--- src/rtl/mau_pkg.sv ---
// ----------------------------------------------------------------------------
// mau_pkg
// Shared widths, opcodes and sequencer states of the modular arithmetic unit.
// ----------------------------------------------------------------------------
package mau_pkg;

  // operand and modulus width
  localparam int WIDTH = 16;
  // bit counter for one serial pass over WIDTH bits
  localparam int CNT_W = $clog2(WIDTH);
  localparam int OPC_W = 2;

  // stream payload widths, rounded up to whole bytes
  localparam int IN_DATA_W  = ((2 * WIDTH + 7) / 8) * 8;
  localparam int OUT_DATA_W = ((WIDTH + 7) / 8) * 8;

  // operation codes
  localparam logic [OPC_W-1:0] OP_ADD = 2'd0;
  localparam logic [OPC_W-1:0] OP_MUL = 2'd1;
  localparam logic [OPC_W-1:0] OP_NEG = 2'd2;
  localparam logic [OPC_W-1:0] OP_INV = 2'd3;

  // sequencer states
  typedef enum logic [2:0] {
    S_IDLE,
    S_RED,
    S_EXEC,
    S_MUL_START,
    S_MUL_WAIT,
    S_EXP_START,
    S_EXP_WAIT,
    S_DONE
  } state_t;

endpackage

--- src/rtl/modular_arithmetic_unit_top.sv ---
// ----------------------------------------------------------------------------
// modular_arithmetic_unit_top
// An inverse of a zero operand skips the exponentiation.
// One item at a time; the rate is set by the bit-serial reduction and modular
// multipliers, one bit per cycle, 16 multiply passes for an inverse.
// Synchronous active-low reset; the modulus resets to 2.
// ----------------------------------------------------------------------------
module modular_arithmetic_unit_top (
  input  logic                           clk,
  input  logic                           rst_n,
  // configuration: modulus
  input  logic                           cfg_wr_en,
  input  logic [mau_pkg::WIDTH-1:0]      cfg_wr_data,
  // input stream
  input  logic                           in_tvalid,
  output logic                           in_tready,
  input  logic [mau_pkg::IN_DATA_W-1:0]  in_tdata,   // operand_a, operand_b
  input  logic [mau_pkg::OPC_W-1:0]      in_tuser,   // opcode
  // result stream
  output logic                           out_tvalid,
  input  logic                           out_tready,
  output logic [mau_pkg::OUT_DATA_W-1:0] out_tdata,  // value
  output logic                           out_tuser   // ok
);
  import mau_pkg::*;

  logic [WIDTH-1:0] modulus_r;
  logic [WIDTH-1:0] m_eff;
  logic             seq_ready;
  logic             res_valid;
  logic             res_take;
  logic [WIDTH-1:0] res_value;
  logic             res_ok;
  logic             out_valid_r;
  logic [WIDTH-1:0] out_value_r;
  logic             out_ok_r;

  // modulus register, values below two act as two
  always_ff @(posedge clk) begin
    if (!rst_n) begin
      modulus_r <= WIDTH'(2);
    end else if (cfg_wr_en) begin
      modulus_r <= cfg_wr_data;
    end
  end

  assign m_eff = (modulus_r < WIDTH'(2)) ? WIDTH'(2) : modulus_r;

  assign in_tready = seq_ready;

  mau_seq u_seq (
    .clk       (clk),
    .rst_n     (rst_n),
    .start     (in_tvalid && seq_ready),
    .opcode    (in_tuser),
    .operand_a (in_tdata[WIDTH-1:0]),
    .operand_b (in_tdata[2*WIDTH-1:WIDTH]),
    .m         (m_eff),
    .ready     (seq_ready),
    .res_valid (res_valid),
    .res_take  (res_take),
    .res_value (res_value),
    .res_ok    (res_ok)
  );

  // output register, loads when empty or being drained
  assign res_take = res_valid && (!out_valid_r || out_tready);

  always_ff @(posedge clk) begin
    if (!rst_n) begin
      out_valid_r <= 1'b0;
    end else if (res_take) begin
      out_valid_r <= 1'b1;
    end else if (out_tready) begin
      out_valid_r <= 1'b0;
    end
  end

  always_ff @(posedge clk) begin
    if (res_take) begin
      out_value_r <= res_value;
      out_ok_r    <= res_ok;
    end
  end

  assign out_tvalid = out_valid_r;
  assign out_tdata  = OUT_DATA_W'(out_value_r);
  assign out_tuser  = out_ok_r;

endmodule

--- src/rtl/mau_modmul.sv ---
// ----------------------------------------------------------------------------
// mau_modmul
// Bit-serial modular multiplier: scans y from the top bit down, doubling the
// partial product and adding x on set bits, kept reduced below m every cycle.
// ----------------------------------------------------------------------------
module mau_modmul (
  input  logic                      clk,
  input  logic                      rst_n,
  input  logic                      start,
  input  logic [mau_pkg::WIDTH-1:0] x,
  input  logic [mau_pkg::WIDTH-1:0] y,
  input  logic [mau_pkg::WIDTH-1:0] m,
  output logic                      done,
  output logic [mau_pkg::WIDTH-1:0] prod
);
  import mau_pkg::*;

  logic             busy_r;
  logic             done_r;
  logic [CNT_W-1:0] cnt_r;
  logic [WIDTH-1:0] x_r;
  logic [WIDTH-1:0] y_r;
  logic [WIDTH-1:0] acc_r;
  logic [WIDTH-1:0] acc_nxt;

  logic [WIDTH+1:0] sum;
  logic [WIDTH+1:0] m1;
  logic [WIDTH+1:0] m2;

  // one step: 2*acc + bit*x is below 3m, so subtract m or 2m in parallel
  always_comb begin
    m1  = {2'b00, m};
    m2  = {1'b0, m, 1'b0};
    sum = {1'b0, acc_r, 1'b0} + (y_r[WIDTH-1] ? {2'b00, x_r} : '0);
    if (sum >= m2) begin
      acc_nxt = WIDTH'(sum - m2);
    end else if (sum >= m1) begin
      acc_nxt = WIDTH'(sum - m1);
    end else begin
      acc_nxt = sum[WIDTH-1:0];
    end
  end

  // control
  always_ff @(posedge clk) begin
    if (!rst_n) begin
      busy_r <= 1'b0;
      done_r <= 1'b0;
      cnt_r  <= '0;
    end else begin
      done_r <= 1'b0;
      if (start) begin
        busy_r <= 1'b1;
        cnt_r  <= '0;
      end else if (busy_r) begin
        cnt_r <= cnt_r + 1'b1;
        if (cnt_r == CNT_W'(WIDTH - 1)) begin
          busy_r <= 1'b0;
          done_r <= 1'b1;
        end
      end
    end
  end

  // operand shift register and accumulator
  always_ff @(posedge clk) begin
    if (start) begin
      x_r   <= x;
      y_r   <= y;
      acc_r <= '0;
    end else if (busy_r) begin
      y_r   <= {y_r[WIDTH-2:0], 1'b0};
      acc_r <= acc_nxt;
    end
  end

  assign done = done_r;
  assign prod = acc_r;

endmodule

--- src/rtl/mau_seq.sv ---
// ----------------------------------------------------------------------------
// mau_seq
// Operation sequencer: serial reduction of the operands, then add, negate,
// one serial multiply, or a square-and-multiply exponentiation to m-2.
// ----------------------------------------------------------------------------
module mau_seq (
  input  logic                      clk,
  input  logic                      rst_n,
  input  logic                      start,
  input  logic [mau_pkg::OPC_W-1:0] opcode,
  input  logic [mau_pkg::WIDTH-1:0] operand_a,
  input  logic [mau_pkg::WIDTH-1:0] operand_b,
  input  logic [mau_pkg::WIDTH-1:0] m,
  output logic                      ready,
  output logic                      res_valid,
  input  logic                      res_take,
  output logic [mau_pkg::WIDTH-1:0] res_value,
  output logic                      res_ok
);
  import mau_pkg::*;

  state_t           state_r;
  state_t           state_nxt;
  logic [OPC_W-1:0] op_r;
  logic [CNT_W-1:0] cnt_r;
  logic [WIDTH-1:0] ra_r;
  logic [WIDTH-1:0] rb_r;
  logic [WIDTH-1:0] a_r;
  logic [WIDTH-1:0] b_r;
  logic [WIDTH-1:0] exp_r;
  logic [WIDTH-1:0] res_r;
  logic             ok_r;
  logic             zero_r;

  logic [WIDTH-1:0] a_nxt;
  logic [WIDTH-1:0] b_nxt;
  logic [WIDTH:0]   ta;
  logic [WIDTH:0]   tb;
  logic [WIDTH:0]   add_s;
  logic [WIDTH-1:0] add_res;
  logic [WIDTH-1:0] neg_res;
  logic             last_bit;

  logic             mm_start;
  logic [WIDTH-1:0] mx;
  logic             done_a;
  logic             done_b;
  logic [WIDTH-1:0] prod_a;
  logic [WIDTH-1:0] prod_b;

  assign last_bit = (cnt_r == CNT_W'(WIDTH - 1));

  // serial reduction: shift in the next raw bit, subtract m once if needed
  always_comb begin
    ta = {a_r, ra_r[WIDTH-1]};
    tb = {b_r, rb_r[WIDTH-1]};
    a_nxt = (ta >= {1'b0, m}) ? WIDTH'(ta - {1'b0, m}) : ta[WIDTH-1:0];
    b_nxt = (tb >= {1'b0, m}) ? WIDTH'(tb - {1'b0, m}) : tb[WIDTH-1:0];
  end

  // combinational add and additive inverse on reduced operands
  always_comb begin
    add_s   = {1'b0, a_r} + {1'b0, b_r};
    add_res = (add_s >= {1'b0, m}) ? WIDTH'(add_s - {1'b0, m}) : add_s[WIDTH-1:0];
    neg_res = (a_r == '0) ? '0 : m - a_r;
  end

  // multiplier A: a*b for multiply, acc*base for the power; B squares the base
  assign mx = (op_r == OP_INV) ? res_r : a_r;

  mau_modmul u_mul_a (
    .clk   (clk),
    .rst_n (rst_n),
    .start (mm_start),
    .x     (mx),
    .y     ((op_r == OP_INV) ? a_r : b_r),
    .m     (m),
    .done  (done_a),
    .prod  (prod_a)
  );

  mau_modmul u_mul_b (
    .clk   (clk),
    .rst_n (rst_n),
    .start (mm_start),
    .x     (a_r),
    .y     (a_r),
    .m     (m),
    .done  (done_b),
    .prod  (prod_b)
  );

  // next state
  always_comb begin
    state_nxt = state_r;
    case (state_r)
      S_IDLE: begin
        if (start) state_nxt = S_RED;
      end
      S_RED: begin
        if (last_bit) begin
          case (op_r)
            OP_ADD:  state_nxt = S_EXEC;
            OP_NEG:  state_nxt = S_EXEC;
            OP_MUL:  state_nxt = S_MUL_START;
            default: state_nxt = zero_r ? S_DONE : S_EXP_START;
          endcase
        end
      end
      S_EXEC:      state_nxt = S_DONE;
      S_MUL_START: state_nxt = S_MUL_WAIT;
      S_MUL_WAIT: begin
        if (done_a) state_nxt = S_DONE;
      end
      S_EXP_START: state_nxt = S_EXP_WAIT;
      S_EXP_WAIT: begin
        if (done_a && done_b) state_nxt = last_bit ? S_DONE : S_EXP_START;
      end
      S_DONE: begin
        if (res_take) state_nxt = S_IDLE;
      end
      default: state_nxt = S_IDLE;
    endcase
  end

  // outputs
  always_comb begin
    ready     = 1'b0;
    res_valid = 1'b0;
    mm_start  = 1'b0;
    case (state_r)
      S_IDLE:      ready     = 1'b1;
      S_MUL_START: mm_start  = 1'b1;
      S_EXP_START: mm_start  = 1'b1;
      S_DONE:      res_valid = 1'b1;
      default: begin
        ready = 1'b0;
      end
    endcase
  end

  always_ff @(posedge clk) begin
    if (!rst_n) begin
      state_r <= S_IDLE;
    end else begin
      state_r <= state_nxt;
    end
  end

  // datapath
  always_ff @(posedge clk) begin
    case (state_r)
      S_IDLE: begin
        if (start) begin
          op_r   <= opcode;
          ra_r   <= operand_a;
          rb_r   <= operand_b;
          a_r    <= '0;
          b_r    <= '0;
          cnt_r  <= '0;
          exp_r  <= m - WIDTH'(2);
          zero_r <= (operand_a == '0);
          ok_r   <= !((opcode == OP_INV) && (operand_a == '0));
          res_r  <= ((opcode == OP_INV) && (operand_a == '0)) ? '0 : WIDTH'(1);
        end
      end
      S_RED: begin
        a_r   <= a_nxt;
        b_r   <= b_nxt;
        ra_r  <= {ra_r[WIDTH-2:0], 1'b0};
        rb_r  <= {rb_r[WIDTH-2:0], 1'b0};
        cnt_r <= cnt_r + 1'b1;
      end
      S_EXEC: begin
        res_r <= (op_r == OP_ADD) ? add_res : neg_res;
      end
      S_MUL_WAIT: begin
        if (done_a) res_r <= prod_a;
      end
      S_EXP_WAIT: begin
        if (done_a && done_b) begin
          if (exp_r[0]) res_r <= prod_a;
          a_r   <= prod_b;
          exp_r <= {1'b0, exp_r[WIDTH-1:1]};
          cnt_r <= cnt_r + 1'b1;
        end
      end
      default: begin
        res_r <= res_r;
      end
    endcase
  end

  assign res_value = res_r;
  assign res_ok    = ok_r;

endmodule

--- config.mk ---
export PLATFORM = sky130hd
export DESIGN_NAME = modular_arithmetic_unit_top
export DESIGN_NICKNAME = d
export VERILOG_FILES = /design/src/rtl/mau_pkg.sv /design/src/rtl/modular_arithmetic_unit_top.sv /design/src/rtl/mau_modmul.sv /design/src/rtl/mau_seq.sv
export SDC_FILE = /design/constraint.sdc
export NUM_CORES = 1
export LEC_CHECK = 0
export BUFFER_PORTS_ARGS = -buffer_cell sky130_fd_sc_hd__buf_2
export CORE_AREA = 2 2 170 214
export DETAILED_ROUTE_END_ITERATION = 7
export DIE_AREA = 0 0 172 216
export PLACE_DENSITY = 0.73
export SETUP_SLACK_MARGIN = 0.05
export SYNTH_ARGS = -nofsm -noshare
export SYNTH_HDL_FRONTEND = slang
export SYNTH_SLANG_ARGS = --single-unit
--- constraint.sdc ---
create_clock -name clk -period 4.7 [get_ports clk]
set_input_delay 1.41 -clock clk [delete_from_list [all_inputs] [get_ports clk]]
set_output_delay 1.41 -clock clk [all_outputs]
set_load 0.05 [all_outputs]
==> results of run 1 <==
-- path summary, 6_finish.rpt --
check | start | end | slack [ns] | cells after the start
setup / recovery | u_seq.u_mul_b.y_r[15] | u_seq.u_mul_b.prod[0] | 0.08 | 23
hold / removal | u_seq.res_ok | out_tuser | 0.43 | 0
setup reg to reg | u_seq.u_mul_b.y_r[15] | u_seq.u_mul_b.prod[0] | 0.08 | 23
hold reg to reg | u_seq.res_ok | out_tuser | 0.43 | 0
-- worst max-delay path, cell delays in order, from the launching register on --
cell	delay, ns
edfxtp_1	0.41
and2_4	0.17
ha_4	0.12
inv_2	0.04
fa_2	0.41
nor2b_2	0.14
o21bai_1	0.11
a311oi_1	0.30
buf_4	0.20
o21ai_2	0.06
nand2b_1	0.10
a21oi_2	0.08
xnor2_2	0.31
ha_4	0.27
and2_4	0.15
a221o_1	0.30
a21oi_2	0.15
o211ai_1	0.15
a2111oi_4	0.30
buf_6	0.18
buf_6	0.13
nand2b_1	0.08
mux2_2	0.29
a21oi_2	0.12
-- synthesized netlist by cell type, types with 15 or more instances --
cell	n	area, um^2
nand2_1	246	923
edfxtp_1	185	5560
ha_1	177	2210
nor2_1	167	627
a21oi_1	142	711
o21ai_0	132	661
xnor2_1	103	902
inv_1	80	300
mux2i_1	76	761
dfxtp_1	64	1280
clkbuf_1	62	233
nor3_1	60	300
xor2_1	49	429
a21o_1	42	315
and2_1	42	263
nand3_1	39	195
o21a_1	37	278
nand2b_1	31	194
a211oi_1	23	173
nor2b_1	22	138
nand4_1	20	125
mux2_2	18	203
o211ai_1	15	113
o21bai_1	15	113
o22ai_1	15	93.8
-- cell families after synthesis --
kind of cell	Yosys count	synth area share [%]
simple gates	692	16.9
buf+inv	155	3.19
fa+ha+maj	188	12.8
compound gates	549	19.1
xor+xnor	152	6.99
flops	249	35.9
mux	94	5.06
-- through the flow --
step	hold slack (ns)	instance area [um^2]
after floorplan	0.400	19000
after global placement	0.425	20400
after detailed placement	0.424	20400
after CTS	0.440	21400
after global routing	0.446	22300
final	0.433	22300
-- per-layer routing --
metal | track usage (%) | wire length (um)
met5 | 0 | 0
met4 | 16.5 | 3620
met3 | 4.79 | 5280
met2 | 53.1 | 28800
met1 | 42.1 | 24400
-- repair_timing --
item	4_1_cts	5_1_grt
gates cloned	0	5
hold endpoints to repair	0	0
resized for setup	4	128
pin swaps	1	65
setup buffers	0	37
endpoints found under the setup margin	14	65
-- cell type report --
type	instances	area [um^2]	share of cell area [%]
well taps	474	593	2.66
repair buffers	206	1520	6.79
multi-input cells	1675	12200	54.5
inverters	81	308	1.38
diodes	1	2.50	0.0112
flip-flops and latches	249	6840	30.6
clock inverters	14	133	0.594
clock buffers	36	761	3.41
==> results.cfg, run 1 <==
[detailed_routing]
drc = 0
dr.pass1.iters = 6
vias = 17265
wirelength_mm = 62.1
routed_via_density = 6.31
wl_per_cell_um = 22.7
first_iter_violations = 1773
ant_nets = 0

[placement]
port_buffers = 73
dp.cells = 2644
place_congestion = 1.00
place_hpwl_mm = 45.8
place_ws_ns = -0.0113

[timing]
finClkSkew_ns = 0.0125
relSlewSlack_pct = 23.8
setup_viol = 0
fmax_mhz = 216
layout_worst_path_cycle_share_pct = 98.4
setup_ws_ns = 0.0752
hold_viol = 0
finalSetupTns_ns = 0
drv_slew = 0
final.min_clock_period_ns = 4.62
worstMarginPinSlew_ns = 1.14
rsz0062_at_grt = yes

[status]
status = finished, final reports clean

[final_layout]
num-fill-cells = 2976
nets = 2483
drive_gt1_share_pct = 17.0
utilization_pct = 63.6
final_cells = 2736
syn2layout_area_growth_pct = 17.2
most-common-layout-cells = nand2_1, edfxtp_1, ha_1, nor2_1, a21oi_1
final_common_cell = nand2_1

[floorplan]
io_pins = 74
dieArea_um2 = 37200
core_um2 = 35100
die_width_um = 172
die_h_um = 216
rows = 77
start_util_pct = 54.3

[worst_setup_path]
start_kind = register
critPathKind = reg2reg
cp.required_ns = 5.21
worstSetupEndpointType = register
crit_fanout = 5
arrival_ns = 5.14

[clock_tree]
cts_hold_buffers = 0
cts_tree = done
cts_sinks = 249
path_clk_slew_ns = 0.07
clockBufferDepth = 3
cts_root_buf = clkbuf_16
insertion_delay_ns = 0.57
cts_made_buffers = 27
cts.htree.levels = 1

[synth]
yosysWarningCount = 0
syn_area_um2 = 19000
synth-seq-cells = 249
synth_edf_count = 185
ys.flop_type = edfxtp_1
netlist_instances = 2079
synth_cell_types = 81
syn_nets = 2322
avgSynthCellArea_um2 = 9.16
ys_seq_area_share_pct = 35.9
async_flop_share_pct = 0

[global_route]
grt_pass1_vias = 16493
gr-total-overflow = 0
grt_pass1_wl_mm = 92.7
grt_max_degree = 49
grt_antenna_before_repair = 0
grt_usage_pct = 32.6

[run]
cap_violations = 0

[hold_path]
hp-class = reg2reg
Power of run 1 is not shown: default switching activity piles up to over one toggle a cycle in this logic, so the estimate is an artifact.
==> run 2: changes to the inputs <==
--- a/config.mk
+++ b/config.mk
@@ -10,6 +10,7 @@
 export DETAILED_ROUTE_END_ITERATION = 7
 export DIE_AREA = 0 0 172 216
 export PLACE_DENSITY = 0.73
+export REMOVE_ABC_BUFFERS = 1
 export SETUP_SLACK_MARGIN = 0.05
 export SYNTH_ARGS = -nofsm -noshare
 export SYNTH_HDL_FRONTEND = slang
==> run 2 against run 1 <==
Effect of this change: utilization is 0.69 points higher; maximum frequency shrank 0.11%; clock-buffer cell count up 4.
==> results.cfg, run 2 (same netlist as run 1, synthesis figures left out) <==
[status]
status = finished, final reports clean

[global_route]
grt_pass1_wl_mm = 91.8
grt_usage_pct = 32.4
grt_antenna_before_repair = 2
grt_pass1_vias = 16372
gr-total-overflow = 0
grt_max_degree = 43

[detailed_routing]
first_iter_violations = 1584
routed_via_density = 6.27
wirelength_mm = 61.8
dr.pass1.iters = 6
drc = 0
wl_per_cell_um = 22.4
ant_nets = 0
vias = 17293

[clock_tree]
cts_sinks = 249
cts_made_buffers = 27
cts.htree.levels = 1
path_clk_slew_ns = 0.06
insertion_delay_ns = 0.59
cts_tree = done
cts_root_buf = clkbuf_16
clockBufferDepth = 3

[final_layout]
antenna_cells = 0
most-common-layout-cells = nand2_1, edfxtp_1, nor2_1, ha_1, buf_4
num-fill-cells = 2879
nets = 2506
final_cells = 2758
drive_gt1_share_pct = 18.0
final_common_cell = nand2_1
syn2layout_area_growth_pct = 18.5
utilization_pct = 64.3

[worst_setup_path]
worstSetupEndpointType = register
r2r_end = u_seq.u_mul_a.prod[15]
reg2reg_from = u_seq.u_mul_a.y_r[15]
slowest_delay_ns = 0.49
critPathMostFrequentCell = ha_4
crit_chain = and2_4 -> ha_4 -> inv_1 -> fa_2 -> nand2b_4 -> a21o_1 -> a211oi_4 -> buf_4 -> a211oi_2 -> xnor2_2 -> ha_4 -> nand4_1 -> nor4_1 -> a211o_1 -> a221o_1 -> nor4_4 -> clkbuf_16 -> mux2i_1 -> a221oi_1
arrival_ns = 5.12
reg2reg_setup_slack_ns = 0.07
reg2reg_depth = 19
cp.required_ns = 5.19
start_kind = register
crit_fanout = 8
slowest_stage = edfxtp_1
critPathKind = reg2reg

[floorplan]
start_util_pct = 54.3
dieArea_um2 = 37200
io_pins = 74
rows = 77
die_width_um = 172
core_um2 = 35100
die_h_um = 216

[timing]
layout_worst_path_cycle_share_pct = 98.5
worstMarginPinSlew_ns = 1.07
fmax_mhz = 216
final.min_clock_period_ns = 4.63
finalSetupTns_ns = 0
drv_slew = 0
rsz0062_at_grt = yes
relSlewSlack_pct = 28.5
finClkSkew_ns = 0.0332
setup_viol = 0
hold_viol = 0

[hold_path]
holdPathEnd = out_tuser
min-delay-start = u_seq.res_ok
hp-class = reg2reg
hold-path-cell-count = 0

[placement]
place_congestion = 1.03
dp.cells = 2656
port_buffers = 73
place_hpwl_mm = 44.6

[run]
cap_violations = 0
## run 2: final cells by class
cell class / instances / area [um^2] / area share, %
clock buffer: 40 / 796 / 3.53
timing repair buffer: 229 / 1650 / 7.33
clock inverter: 10 / 146 / 0.649
tap: 474 / 593 / 2.63
inverter: 81 / 308 / 1.36
multi-input combinational: 1675 / 12200 / 54.2
sequential: 249 / 6840 / 30.3
## run 2: worst max path at each step
stage	end	cells after the start	slack (ns)	start
after floorplan	u_seq.u_mul_a.prod[2]	19	-0.12	u_seq.u_mul_a.y_r[15]
after global placement	u_seq.u_mul_a.prod[2]	21	-0.05	u_seq.u_mul_a.y_r[15]
after detailed placement	u_seq.u_mul_a.prod[5]	21	-0.11	u_seq.u_mul_a.y_r[15]
after CTS	u_seq.u_mul_b.prod[13]	24	0.05	u_seq.u_mul_b.y_r[15]
after global routing	u_seq.u_mul_a.prod[15]	19	-0.04	u_seq.u_mul_a.y_r[15]
final	u_seq.u_mul_a.prod[15]	19	0.07	u_seq.u_mul_a.y_r[15]
## run 2: per-layer routing
layer	global-route usage, %	wire length (um)	vias up
met5	0	19	-
met4	21.1	4500	4
met3	4.33	4820	266
met2	53.1	29100	827
met1	39.9	23300	8176
li1	-	-	8020
## run 2: worst max-delay path: cells and delay by family (launching register included)
family | cells | cell delay, ns
DFF | 1 | 0.49
and+or+nand+nor | 5 | 0.97
buffers and inverters | 3 | 0.48
AOI/OAI and AO/OA | 6 | 1.51
xor gates and xnor gates | 1 | 0.26
muxes | 1 | 0.07
adders and majority gates | 3 | 0.75
## run 2: repair_timing
action                     4_1_cts  5_1_grt
hold endpoints to repair         0        0
setup endpoints to repair       45       71
pin swaps                        7       56
gates cloned                     0        3
resized for setup               11      121
hold buffers                     0        0
buffers inserted                 8       41
## run 2: per-stage QoR
step	hold WS (ns)	setup slack, ns	instance area, um^2
floorplan	0.400	-0.122	18700
global placement	0.407	-0.0469	20500
detailed placement	0.420	-0.108	20500
CTS	0.420	0.0503	21600
global route	0.438	-0.0425	22600
finish	0.424	0.0699	22600
Power of run 2 is left out for the same reason.
==> run 3: changes to the inputs <==
--- a/config.mk
+++ b/config.mk
@@ -5,10 +5,11 @@
 export SDC_FILE = /design/constraint.sdc
 export NUM_CORES = 1
 export LEC_CHECK = 0
+export ABC_AREA = 1
 export BUFFER_PORTS_ARGS = -buffer_cell sky130_fd_sc_hd__buf_2
-export CORE_AREA = 2 2 170 214
+export CORE_AREA = 2 2 176 221
 export DETAILED_ROUTE_END_ITERATION = 7
-export DIE_AREA = 0 0 172 216
+export DIE_AREA = 0 0 178 223
 export PLACE_DENSITY = 0.73
 export REMOVE_ABC_BUFFERS = 1
 export SETUP_SLACK_MARGIN = 0.05
==> constraint.sdc (replaced) <==
create_clock -name clk -period 4.7 [get_ports clk]
set_input_delay 0.94 -clock clk [delete_from_list [all_inputs] [get_ports clk]]
set_output_delay 0.94 -clock clk [all_outputs]
set_load 0.05 [all_outputs]
==> run 3 against run 2 <==
Effect of this change: the flow now finishes with violations (design-rule violations); synthesized cell count rose by 36%; maximum frequency rose by 10%; sequential share of layout area is 0.27 points higher; final area down 0.88%; worst setup slack improved by 0.43 ns; critical path depth grew 7; utilization shrank 5.1 points; global-route usage increased by 1.6 points; clock skew shrank 0.018 ns; via count increased by 15%; routed wire length rose by 10%; final cell count is 24% higher; critical endpoint unchanged.
==> results.cfg, run 3 <==
[detailed_routing]
wl_per_cell_um = 20.0
first_iter_violations = 2027
ant_nets = 0
dr.pass1.iters = 8
drc = 5
vias = 19949
wirelength_mm = 68.1
routed_via_density = 5.85

[timing]
worstMarginPinSlew_ns = 1.23
rsz0062_at_grt = no
final.min_clock_period_ns = 4.20
finClkSkew_ns = 0.0156
hold_viol = 0
layout_worst_path_cycle_share_pct = 89.3
setup_viol = 0
finalSetupTns_ns = 0
relSlewSlack_pct = 18.1
drv_slew = 0
fmax_mhz = 238

[synth]
netlist_instances = 2833
synth_area_leader_cell = edfxtp_1
ys_seq_area_share_pct = 33.3
synth-seq-cells = 249
synth_cell_types = 60
netlist.area_leader.share_pct = 27.1
yosys-top-cells-area = edfxtp_1, nand2_1, ha_1
ys.flop_type = edfxtp_1
syn_area_um2 = 20500
synth_edf_count = 185
yosys.cell_count.top_type = nand2_1
synthTopCellsByCount = nand2_1, inv_1, a21oi_1
async_flop_share_pct = 0
avgSynthCellArea_um2 = 7.24
yosysWarningCount = 0

[global_route]
grt_usage_pct = 34.1
grt_util_met3_pct = 5.04
grt_pass1_wl_mm = 104
met2_usage_pct = 55.8
grt_pass1_vias = 19066
grt_use_met1_pct = 42.2
busiest_layer = met2
grt_max_degree = 67
grt_antenna_before_repair = 4
gr-total-overflow = 0

[floorplan]
dieArea_um2 = 39700
die_width_um = 178
start_util_pct = 54.4
die_h_um = 223
core_um2 = 37700
io_pins = 74
rows = 80

[clock_tree]
cts.htree.levels = 1
cts_root_buf = clkbuf_16
cts_made_buffers = 28
clockBufferDepth = 3
cts_tree = done
cts_hold_buffers = 0
path_clk_slew_ns = 0.07
cts_sinks = 249
insertion_delay_ns = 0.57

[worst_setup_path]
start_kind = register
critPathKind = reg2reg
arrival_ns = 4.72
cp.required_ns = 5.22
worstSetupEndpointType = register
crit_fanout = 21

[final_layout]
final_common_cell = nand2_1
syn2layout_area_growth_pct = 8.95
num-fill-cells = 3550
nets = 3136
drive_gt1_share_pct = 8.17
most-common-layout-cells = nand2_1, inv_1, a21oi_1, nor2_1, edfxtp_1

[status]
failed_checks = design-rule violations
status = complete, but fails checks

[placement]
port_buffers = 73
place_congestion = 0.996
place_hpwl_mm = 51.6

[run]
cap_violations = 0

[hold_path]
hp-class = reg2reg
run 3: cell count changes after synthesis, sizes merged, moves of 24 or more:
cell | before | now
nand2 | 246 | 857
inv | 80 | 307
nand3 | 39 | 164
a21oi | 142 | 246
mux2i | 76 | 0
o21ai | 134 | 201
nor2 | 167 | 225
xnor2 | 103 | 46
and2 | 43 | 1
nor3 | 60 | 28
o21a | 37 | 5
nand2b | 31 | 0
xor2 | 49 | 73
run 3: logic make-up (layout without fill, tap and decap cells):
logic type / count (synthesis) / count (layout) / synth area share (%)
compound gates: 545 / 545 / 14.9
xor+xnor: 119 / 119 / 5.08
fa+ha+maj: 188 / 188 / 11.9
buf+inv: 388 / 469 / 7.50
flops: 249 / 249 / 33.3
other cells: 0 / 3 / 0
simple gates: 1344 / 1344 / 27.4
run 3: critical path, cell delays in order (launching register included):
cell and delay, ns:
edfxtp_1 0.44, buf_4 0.21, nand2_1 0.07, inv_1 0.05, ha_1 0.36, nand2_1 0.11
nand2_1 0.08, a21oi_1 0.16, nand2_2 0.13, a21oi_1 0.18, xor2_1 0.32, inv_1 0.18
ha_1 0.38, nand2_1 0.10, inv_1 0.06, nand2_1 0.07, nand2_1 0.05, a21oi_1 0.11
nand2_1 0.10, a21oi_1 0.26, nand3_2 0.12, buf_4 0.22, nand2_1 0.08, nand3_1 0.09
nand3_1 0.10, nand2_1 0.06, inv_1 0.04
run 3: per-layer routing:
| layer | vias to the layer above | part of all wire (%) | routed length, um |
|---|---|---|---|
| li1 | 9589 | - | - |
| met1 | 9232 | 40 | 27000 |
| met2 | 882 | 46 | 31100 |
| met3 | 242 | 7.8 | 5290 |
| met4 | 4 | 6.9 | 4680 |
| met5 | - | 0.046 | 31 |
run 3: final cells by class:
type	count	area, um^2	share of cell area [%]
multi-input combinational	2196	12200	54.5
tap	492	616	2.75
timing repair buffer	111	651	2.91
sequential	249	6840	30.6
antenna	3	7.51	0.0336
clock buffer	46	860	3.84
clock inverter	5	53.8	0.241
inverter	307	1150	5.16
run 3: stage by stage:
| step | cell area [um^2] | utilization [%] | std cells | hold WS [ns] | setup WS (ns) |
|---|---|---|---|---|---|
| after floorplan | 20100 | - | 2752 | 0.400 | 0.443 |
| after global placement | 21400 | 56.7 | 3353 | 0.402 | 0.494 |
| after detailed placement | 21400 | 56.7 | 3353 | 0.405 | 0.328 |
| after CTS | 22300 | 59.1 | 3404 | 0.405 | 0.317 |
| after global routing | 22400 | 59.2 | 3407 | 0.429 | 0.0744 |
| final | 22400 | 59.3 | 3409 | 0.403 | 0.504 |
run 3: timing repair:
| item | in CTS | in global routing |
|---|---|---|
| resized for setup | 0 | 4 |
| buffers inserted | 0 | 2 |
| setup endpoints to repair | 0 | 40 |
run 3: path summary, 6_finish.rpt:
| path | start | to | slack, ns | cells after the start |
|---|---|---|---|---|
| worst max-delay path | u_seq.u_mul_a.y_r[15] | u_seq.u_mul_a.prod[15] | 0.50 | 26 |
| worst min-delay path | u_seq.res_ok | out_tuser | 0.40 | 0 |
| worst max register to register | u_seq.u_mul_a.y_r[15] | u_seq.u_mul_a.prod[15] | 0.50 | 26 |
| worst min register to register | u_seq.res_ok | out_tuser | 0.40 | 0 |
Power of run 3 is left out for the same reason.
